[config.mk]
export PLATFORM = sky130hd
export DESIGN_NAME = locality_node_picker
export DESIGN_NICKNAME = d
export VERILOG_FILES = /design/src/rtl/lnp_pkg.sv /design/src/rtl/locality_node_picker.sv /design/src/rtl/lnp_ctrl.sv /design/src/rtl/lnp_dp.sv
export SDC_FILE = /design/constraint.sdc
export NUM_CORES = 2
export LEC_CHECK = 0
export ABC_CLOCK_PERIOD_IN_PS = 4900
export BUFFER_PORTS_ARGS = -buffer_cell sky130_fd_sc_hd__buf_2
export CAP_MARGIN = 20
export CORE_MARGIN = 2
export CORE_UTILIZATION = 35
export CTS_BUF_LIST = sky130_fd_sc_hd__clkbuf_8
export CTS_CLUSTER_DIAMETER = 150
export DETAILED_ROUTE_END_ITERATION = 10
export GPL_ROUTABILITY_DRIVEN = 0
export REMOVE_ABC_BUFFERS = 1
export SETUP_SLACK_MARGIN = 0.4
export SYNTH_ARGS = -nofsm -noshare
export SYNTH_HDL_FRONTEND = slang
export SYNTH_HIERARCHICAL = 1
export SYNTH_SLANG_ARGS = --single-unit
[constraint.sdc]
create_clock -name clk -period 4.9 [get_ports clk]
set_input_delay 0.49 -clock clk [delete_from_list [all_inputs] [get_ports clk]]
set_output_delay 0.49 -clock clk [all_outputs]
set_load 0.02 [all_outputs]
[src/rtl/lnp_pkg.sv]
`default_nettype none
package lnp_pkg;

	localparam logic [1:0] MODE_LOCALITY = 2'd0;
	localparam logic [1:0] MODE_SPREAD   = 2'd1;
	localparam logic [1:0] MODE_AFFINITY = 2'd2;

	typedef struct packed {
		logic        first;
		logic        last;
		logic [1:0]  mode;
		logic [4:0]  affinity_node;
		logic        contributes;
		logic [4:0]  holder_node;
		logic [47:0] size_bytes;
	} in_item_t;

	typedef struct packed {
		logic [4:0] target_node;
		logic       use_fallback;
		logic       by_locality;
	} result_t;

	// Commands from the controller to the datapath.
	typedef struct packed {
		logic load;
		logic rd;
		logic add;
		logic wr;
		logic emit;
	} cmd_t;

	// Status from the datapath to the controller.
	typedef struct packed {
		logic contrib;
		logic last;
	} status_t;

	typedef enum logic [4:0] {
		ST_IDLE   = 5'b00001,
		ST_READ   = 5'b00010,
		ST_ADD    = 5'b00100,
		ST_WRITE  = 5'b01000,
		ST_RESULT = 5'b10000
	} state_t;

endpackage
`default_nettype wire

[src/rtl/locality_node_picker.sv]
// Node picker for one task at a time.
// An item is taken when start is high and busy is low. Items of a task come
// as a run: the first clears all node totals and the leader, and in locality
// mode each contributing item adds its size to the total of its holder node.
// An item with last set produces one result on result, marked by a one-cycle
// result_valid pulse; the receiver cannot hold it off and takes it there.
// known_nodes is to be written through cfg_we and cfg_wdata only while the block
// is idle; the block itself does not enforce this. A contributing item keeps busy
// high through the memory read, add, and write with leader compare states; any
// other item only through the read state. A last item then passes a result state
// that builds the result, and result_valid is registered from it. busy stays high
// until the item is done, so the block takes one item at a time.
// Reset clears known_nodes, the leader and all per-node valid bits, so every
// total reads as zero; no clearing pass is needed.
`default_nettype none
module locality_node_picker #(
	parameter int NODE_SLOTS = 32
) (
	input  wire logic              clk,
	input  wire logic              arst_n,
	input  wire logic              start,
	output logic                   busy,
	input  wire lnp_pkg::in_item_t item,
	input  wire logic              cfg_we,
	input  wire logic [31:0]       cfg_wdata,
	output lnp_pkg::result_t       result,
	output logic                   result_valid
);

	lnp_pkg::cmd_t    cmd;
	lnp_pkg::status_t status;

	lnp_ctrl u_ctrl (
		.clk    (clk),
		.arst_n (arst_n),
		.start  (start),
		.status (status),
		.cmd    (cmd),
		.busy   (busy)
	);

	lnp_dp #(
		.NODE_SLOTS (NODE_SLOTS)
	) u_dp (
		.clk          (clk),
		.arst_n       (arst_n),
		.cmd          (cmd),
		.item         (item),
		.cfg_we       (cfg_we),
		.cfg_wdata    (cfg_wdata),
		.status       (status),
		.result       (result),
		.result_valid (result_valid)
	);

endmodule
`default_nettype wire

[src/rtl/lnp_ctrl.sv]
`default_nettype none
module lnp_ctrl (
	input  wire logic             clk,
	input  wire logic             arst_n,
	input  wire logic             start,
	input  wire lnp_pkg::status_t status,
	output lnp_pkg::cmd_t         cmd,
	output logic                  busy
);

	lnp_pkg::state_t state_q;
	lnp_pkg::state_t state_nxt;

	always_comb begin
		state_nxt = state_q;
		cmd       = '0;
		case (state_q)
			lnp_pkg::ST_IDLE: begin
				if (start) begin
					cmd.load  = 1'b1;
					state_nxt = lnp_pkg::ST_READ;
				end
			end
			lnp_pkg::ST_READ: begin
				cmd.rd = 1'b1;
				if (status.contrib) begin
					state_nxt = lnp_pkg::ST_ADD;
				end else if (status.last) begin
					state_nxt = lnp_pkg::ST_RESULT;
				end else begin
					state_nxt = lnp_pkg::ST_IDLE;
				end
			end
			lnp_pkg::ST_ADD: begin
				cmd.add   = 1'b1;
				state_nxt = lnp_pkg::ST_WRITE;
			end
			lnp_pkg::ST_WRITE: begin
				cmd.wr    = 1'b1;
				state_nxt = status.last ? lnp_pkg::ST_RESULT : lnp_pkg::ST_IDLE;
			end
			lnp_pkg::ST_RESULT: begin
				cmd.emit  = 1'b1;
				state_nxt = lnp_pkg::ST_IDLE;
			end
			default: begin
				state_nxt = lnp_pkg::ST_IDLE;
			end
		endcase
	end

	always_ff @(posedge clk or negedge arst_n) begin
		if (!arst_n) begin
			state_q <= lnp_pkg::ST_IDLE;
		end else begin
			state_q <= state_nxt;
		end
	end

	assign busy = (state_q != lnp_pkg::ST_IDLE);

endmodule
`default_nettype wire

[src/rtl/lnp_dp.sv]
`default_nettype none
module lnp_dp #(
	parameter int NODE_SLOTS = 32
) (
	input  wire logic              clk,
	input  wire logic              arst_n,
	input  wire lnp_pkg::cmd_t     cmd,
	input  wire lnp_pkg::in_item_t item,
	input  wire logic              cfg_we,
	input  wire logic [31:0]       cfg_wdata,
	output lnp_pkg::status_t       status,
	output lnp_pkg::result_t       result,
	output logic                   result_valid
);

	localparam int IDX_W = (NODE_SLOTS > 1) ? $clog2(NODE_SLOTS) : 1;

	lnp_pkg::in_item_t item_q;
	logic [31:0]       known_q;

	logic [63:0]           mem_q [NODE_SLOTS];
	logic [NODE_SLOTS-1:0] valid_q;
	logic [63:0]           rd_q;
	logic                  rdv_q;
	logic [63:0]           sum_q;

	logic [63:0] best_total_q;
	logic [4:0]  best_slot_q;
	logic        best_valid_q;

	lnp_pkg::result_t result_q;
	logic             strobe_q;

	logic [6:0]       holder_ext;
	logic [6:0]       aff_ext;
	logic             holder_ok;
	logic [IDX_W-1:0] idx;
	logic [63:0]      base;
	logic [64:0]      sum_full;
	logic [63:0]      sum_sat;
	lnp_pkg::result_t result_nxt;

	assign holder_ext = {2'b00, item_q.holder_node};
	assign aff_ext    = {2'b00, item_q.affinity_node};
	assign holder_ok  = (holder_ext < 7'(NODE_SLOTS));
	assign idx        = holder_ext[IDX_W-1:0];

	assign status.contrib = (item_q.mode == lnp_pkg::MODE_LOCALITY) && item_q.contributes
		&& holder_ok;
	assign status.last    = item_q.last;

	// A slot whose valid bit is clear holds a zero total for this task.
	assign base     = rdv_q ? rd_q : 64'd0;
	assign sum_full = {1'b0, base} + {17'd0, item_q.size_bytes};
	assign sum_sat  = sum_full[64] ? {64{1'b1}} : sum_full[63:0];

	always_comb begin
		result_nxt = '0;
		result_nxt.use_fallback = 1'b1;
		case (item_q.mode)
			lnp_pkg::MODE_AFFINITY: begin
				if ((aff_ext < 7'(NODE_SLOTS)) && known_q[item_q.affinity_node]) begin
					result_nxt.target_node  = item_q.affinity_node;
					result_nxt.use_fallback = 1'b0;
				end
			end
			lnp_pkg::MODE_LOCALITY: begin
				if (best_valid_q && known_q[best_slot_q]) begin
					result_nxt.target_node  = best_slot_q;
					result_nxt.use_fallback = 1'b0;
					result_nxt.by_locality  = 1'b1;
				end
			end
			default: begin
				result_nxt.use_fallback = 1'b1;
			end
		endcase
	end

	// Payload and total storage, no reset.
	always_ff @(posedge clk) begin
		if (cmd.load) begin
			item_q <= item;
		end
		if (cmd.rd) begin
			rd_q <= mem_q[idx];
		end
		if (cmd.add) begin
			sum_q <= sum_sat;
		end
		if (cmd.wr) begin
			mem_q[idx] <= sum_q;
		end
		if (cmd.emit) begin
			result_q <= result_nxt;
		end
	end

	always_ff @(posedge clk or negedge arst_n) begin
		if (!arst_n) begin
			known_q      <= '0;
			valid_q      <= '0;
			rdv_q        <= 1'b0;
			best_total_q <= '0;
			best_slot_q  <= '0;
			best_valid_q <= 1'b0;
			strobe_q     <= 1'b0;
		end else begin
			strobe_q <= cmd.emit;
			if (cfg_we) begin
				known_q <= cfg_wdata;
			end
			if (cmd.load && item.first) begin
				valid_q      <= '0;
				best_total_q <= '0;
				best_slot_q  <= '0;
				best_valid_q <= 1'b0;
			end
			if (cmd.rd) begin
				rdv_q <= valid_q[idx];
			end
			if (cmd.wr) begin
				valid_q[idx] <= 1'b1;
				// Only a strictly larger total takes the lead, so ties keep the earlier node.
				if (sum_q > best_total_q) begin
					best_total_q <= sum_q;
					best_slot_q  <= item_q.holder_node;
					best_valid_q <= 1'b1;
				end
			end
		end
	end

	assign result       = result_q;
	assign result_valid = strobe_q;

endmodule
`default_nettype wire

==> flow_metrics.py <==
metrics = {
    "outcome": {
        "status": "finished, final reports clean",
    },
    "sta": {
        "fin_crit_ps": 4390,
        "rsz0062_at_grt": "false",
        "maxSlewViolCount": 0,
        "setup_violations": 0,
        "hold_viol": 0,
        "finalCritPeriodShare": 0.895,
        "fin_setup_tns_ps": 0,
        "max_freq_mhz": 228,
        "setup_ws_ps": 513,
        "tightest_slew_ps": 1150,
        "skew_ps": 73.8,
        "slew_headroom": 0.229,
    },
    "routing": {
        "drtAntennaViolNets": 0,
        "drtIter0Drc": 6537,
        "post_drt_via_cell_ratio": 5.52,
        "drc_errors": 0,
        "routed_wl_mm": 263,
        "vias": 50027,
        "wire_per_inst_microns": 29.0,
        "first_pass_iters": 6,
    },
    "synthesis": {
        "syn_area_sq_um": 94100,
        "postSynthCellCount": 4639,
        "yosysUniqueCellTypes": 87,
        "synthArstFlopShare": 0.0591,
        "yosys_warnings": 6,
        "syn_avg_cell_area_sq_um": 20.3,
        "synth.area.top_cells": "edfxtp_1 72%, mux4_2 13%, dfrtp_1 3.7%, a22oi_1 2.0%, ha_1 1.5%",
        "synth-seq-cells": 2386,
        "synth_top_area_share": 0.717,
        "synthFlopType": "edfxtp_1",
        "yosys.area.top_type": "edfxtp_1",
        "synth_edf_count": 2245,
        "yosysSeqAreaShare": 0.754,
    },
    "global_routing": {
        "grt_pass1_wl_mm": 370,
        "antenna_found_initial": 14,
        "grt.overflow.total": 0,
        "track_usage": 0.190,
        "grt_max_degree": 84,
        "grt_pass1_vias": 50671,
    },
    "clock_tree": {
        "numCtsBuffers": 395,
        "htreeDepth": 5,
        "path_clk_slew_ps": 60,
        "postCtsSetupRepairBufs": 0,
        "cts_sinks": 2386,
        "clk_latency_ps": 1100,
        "cts-root-buf": "clkbuf_8",
        "clk_path_buf_depth": 4,
        "cts_tree": "done",
    },
    "placement": {
        "place_area_sq_um": 101000,
        "place_inst": 8271,
        "port_buffers": 107,
        "hpwlAfterDp_mm": 143,
        "place_ws_ps": 553,
    },
    "worst_setup_path": {
        "critical-path-max-stage-delay_ps": 610,
        "critPathLaunchType": "register",
        "r2r-start": "u_dp/rdv_q$_DFFE_PN0P_",
        "required_ps": 5700,
        "worstPathArrival_ps": 5190,
        "critPathKind": "register to register",
        "crit_slowest_cell": "dfrtp_4",
        "reg2reg_slack_ps": 510,
        "end_kind": "register",
        "cp_common_cell": "a211oi_4",
        "regToRegEndpoint": "u_dp/sum_q[4]$_SDFFCE_PP1P_",
        "path_cells": "and2_1, ha_1, fa_1, a211oi_2, o21bai_2, a211oi_4, o21ai_2, a211oi_4, a2111oi_4, nor3_4, nor2_2, nand2_2, buf_12, o21ai_0",
        "r2r_cells": 14,
        "critPathMaxFanout": 30,
    },
    "final_layout": {
        "drive_gt1_frac": 0.259,
        "postLayoutCellArea_sq_um": 109000,
        "fillCellCount": 23777,
        "instances_no_fill": 9055,
        "area_delta_synth_final_pct": 15.7,
        "multi_input_area_sq_um": 21900,
        "fin_nets": 5429,
        "register_area_sq_um": 70900,
    },
    "power": {
        "power_leakage_nw": 36.1,
        "power_density_nw_per_um2": 400,
        "peakVddDrop_mv": 0.298,
    },
    "die": {
        "die_area_sq_um": 273000,
        "die_w_microns": 522,
        "core_area_sq_um": 268000,
        "initial_core_util": 0.351,
        "die_height_microns": 522,
        "num_rows": 190,
        "num_io_pins": 108,
    },
    "job": {
        "timing.max_cap.violations": 0,
    },
    "min_path": {
        "hold_class": "primary input to asynchronous set/reset pin",
    },
}
-- critical path, delay by kind of cell, from the launching register on --
family | cells | cell delay (ps)
fa+ha+maj | 2 | 670
buf+inv | 1 | 230
flops | 1 | 610
simple gates | 4 | 920
compound gates | 7 | 1610
-- metal layers --
metal / GRT usage / part of all wire / vias to the layer above
met1: 0.267 / 0.42 / 26710
li1: - / - / 20338
met4: 0.0571 / 0.027 / 0
met2: 0.303 / 0.48 / 2534
met5: 0 / 0 / -
met3: 0.0316 / 0.081 / 445
-- synth_stat cells (4+ instances only) --
| library cell | n |
|---|---|
| edfxtp_1 | 2245 |
| mux4_2 | 540 |
| a22oi_1 | 256 |
| nand2_1 | 183 |
| inv_1 | 148 |
| dfrtp_1 | 140 |
| clkbuf_1 | 133 |
| ha_1 | 112 |
| nand4_1 | 97 |
| nor2_1 | 87 |
| a21oi_1 | 76 |
| mux2i_1 | 75 |
| a21o_1 | 69 |
| buf_1 | 66 |
| and2_1 | 57 |
| o21ai_0 | 53 |
| mux2_2 | 32 |
| nand3_1 | 29 |
| xnor2_1 | 26 |
| xor2_1 | 25 |
| buf_2 | 17 |
| nor3_1 | 15 |
| nor2b_1 | 13 |
| a31oi_1 | 11 |
| o21bai_1 | 9 |
| and3_1 | 8 |
| o211ai_1 | 8 |
| a22o_1 | 5 |
| buf_6 | 5 |
| nand2b_1 | 5 |
| a211oi_1 | 4 |
| and4_1 | 4 |
| nor3b_1 | 4 |
| o21a_1 | 4 |
-- state kept, by name, summed over array words and instances, names as in the netlist, 5 cells and up --
name               flops
u_ctrl/state_q         5
u_dp/aff_ext           5
u_dp/best_slot_q       5
u_dp/best_total_q     64
u_dp/idx               5
u_dp/item_q           51
u_dp/known_q          32
u_dp/mem_q          2048
u_dp/rd_q             64
u_dp/result            7
u_dp/sum_q            64
u_dp/valid_q          32
-- cell type report --
| class | instances | share of cell area |
|---|---|---|
| clock buffer | 419 | 0.0530 |
| inverter | 149 | 0.00514 |
| clock inverter | 262 | 0.0112 |
| multi-input combinational | 1875 | 0.201 |
| tap | 3552 | 0.0408 |
| timing repair buffer | 410 | 0.0366 |
| sequential | 2386 | 0.652 |
| antenna | 2 | 0.0000460 |
-- cell usage in the layout (no fill, tap or decap), types with 50 or more instances in the layout --
| master | netlist | layout |
|---|---|---|
| nand2_1 | 183 | 182 |
| mux4_2 | 540 | 540 |
| buf_12 | 0 | 69 |
| mux2i_1 | 75 | 75 |
| ha_1 | 112 | 112 |
| a22oi_1 | 256 | 256 |
| clkinv_1 | 1 | 79 |
| dlygate4sd3_1 | 0 | 98 |
| a21oi_1 | 76 | 76 |
| clkbuf_8 | 2 | 419 |
| nor2_1 | 87 | 50 |
| nand4_1 | 97 | 97 |
| inv_1 | 148 | 283 |
| a21o_1 | 69 | 69 |
| and2_1 | 57 | 57 |
| edfxtp_1 | 2245 | 2245 |
| buf_4 | 2 | 133 |
| dfrtp_1 | 140 | 139 |
| buf_2 | 17 | 106 |
| o21ai_0 | 53 | 53 |
-- worst max path at each step --
stage	from	endpoint	slack (ps)	cells after the start
global placement	u_dp/rdv_q$_DFFE_PN0P_	u_dp/sum_q[4]$_SDFFCE_PP1P_	610	14
CTS	u_dp/rdv_q$_DFFE_PN0P_	u_dp/sum_q[4]$_SDFFCE_PP1P_	530	14
finish	u_dp/rdv_q$_DFFE_PN0P_	u_dp/sum_q[4]$_SDFFCE_PP1P_	510	14
floorplan	u_dp/idx[0]$_DFFE_PP_	u_dp/mem_q[29][0]$_DFFE_PP_	-21340	2
detailed placement	u_dp/rdv_q$_DFFE_PN0P_	u_dp/sum_q[6]$_SDFFCE_PP1P_	550	14
global route	u_dp/rdv_q$_DFFE_PN0P_	u_dp/sum_q[4]$_SDFFCE_PP1P_	400	14
-- power by group --
group / leakage (nW) / switching, W / internal [W] / total [W]
combinational: 10.3 / 0.00281 / 0.00208 / 0.00489
sequential: 21.7 / 0.000319 / 0.0225 / 0.0228
clock: 4.09 / 0.00776 / 0.00814 / 0.0159
-- cells by family after synthesis --
| kind of cell | Yosys count | share of synthesized area |
|---|---|---|
| mux | 647 | 0.141 |
| xor+xnor | 51 | 0.00475 |
| simple gates | 532 | 0.0284 |
| buf+inv | 378 | 0.0166 |
| compound gates | 532 | 0.0398 |
| fa+ha+maj | 113 | 0.0151 |
| flops | 2386 | 0.754 |
-- per-stage QoR --
step                      utilization  hold WS (ps)  power (W)
after global placement          0.376           454     0.0280
after global routing            0.407          61.4     0.0450
after detailed placement        0.376           460     0.0280
final                           0.407          69.7     0.0436
after floorplan                     -           194     0.0279
after CTS                       0.406         0.213     0.0439
-- timing repair --
item | CTS | global route
gates resized for setup | 0 | 1
setup endpoints to repair | 0 | 2
hold endpoints to repair | 178 | 0
hold buffers | 98 | 0
Power figures use the tool's default switching activity.
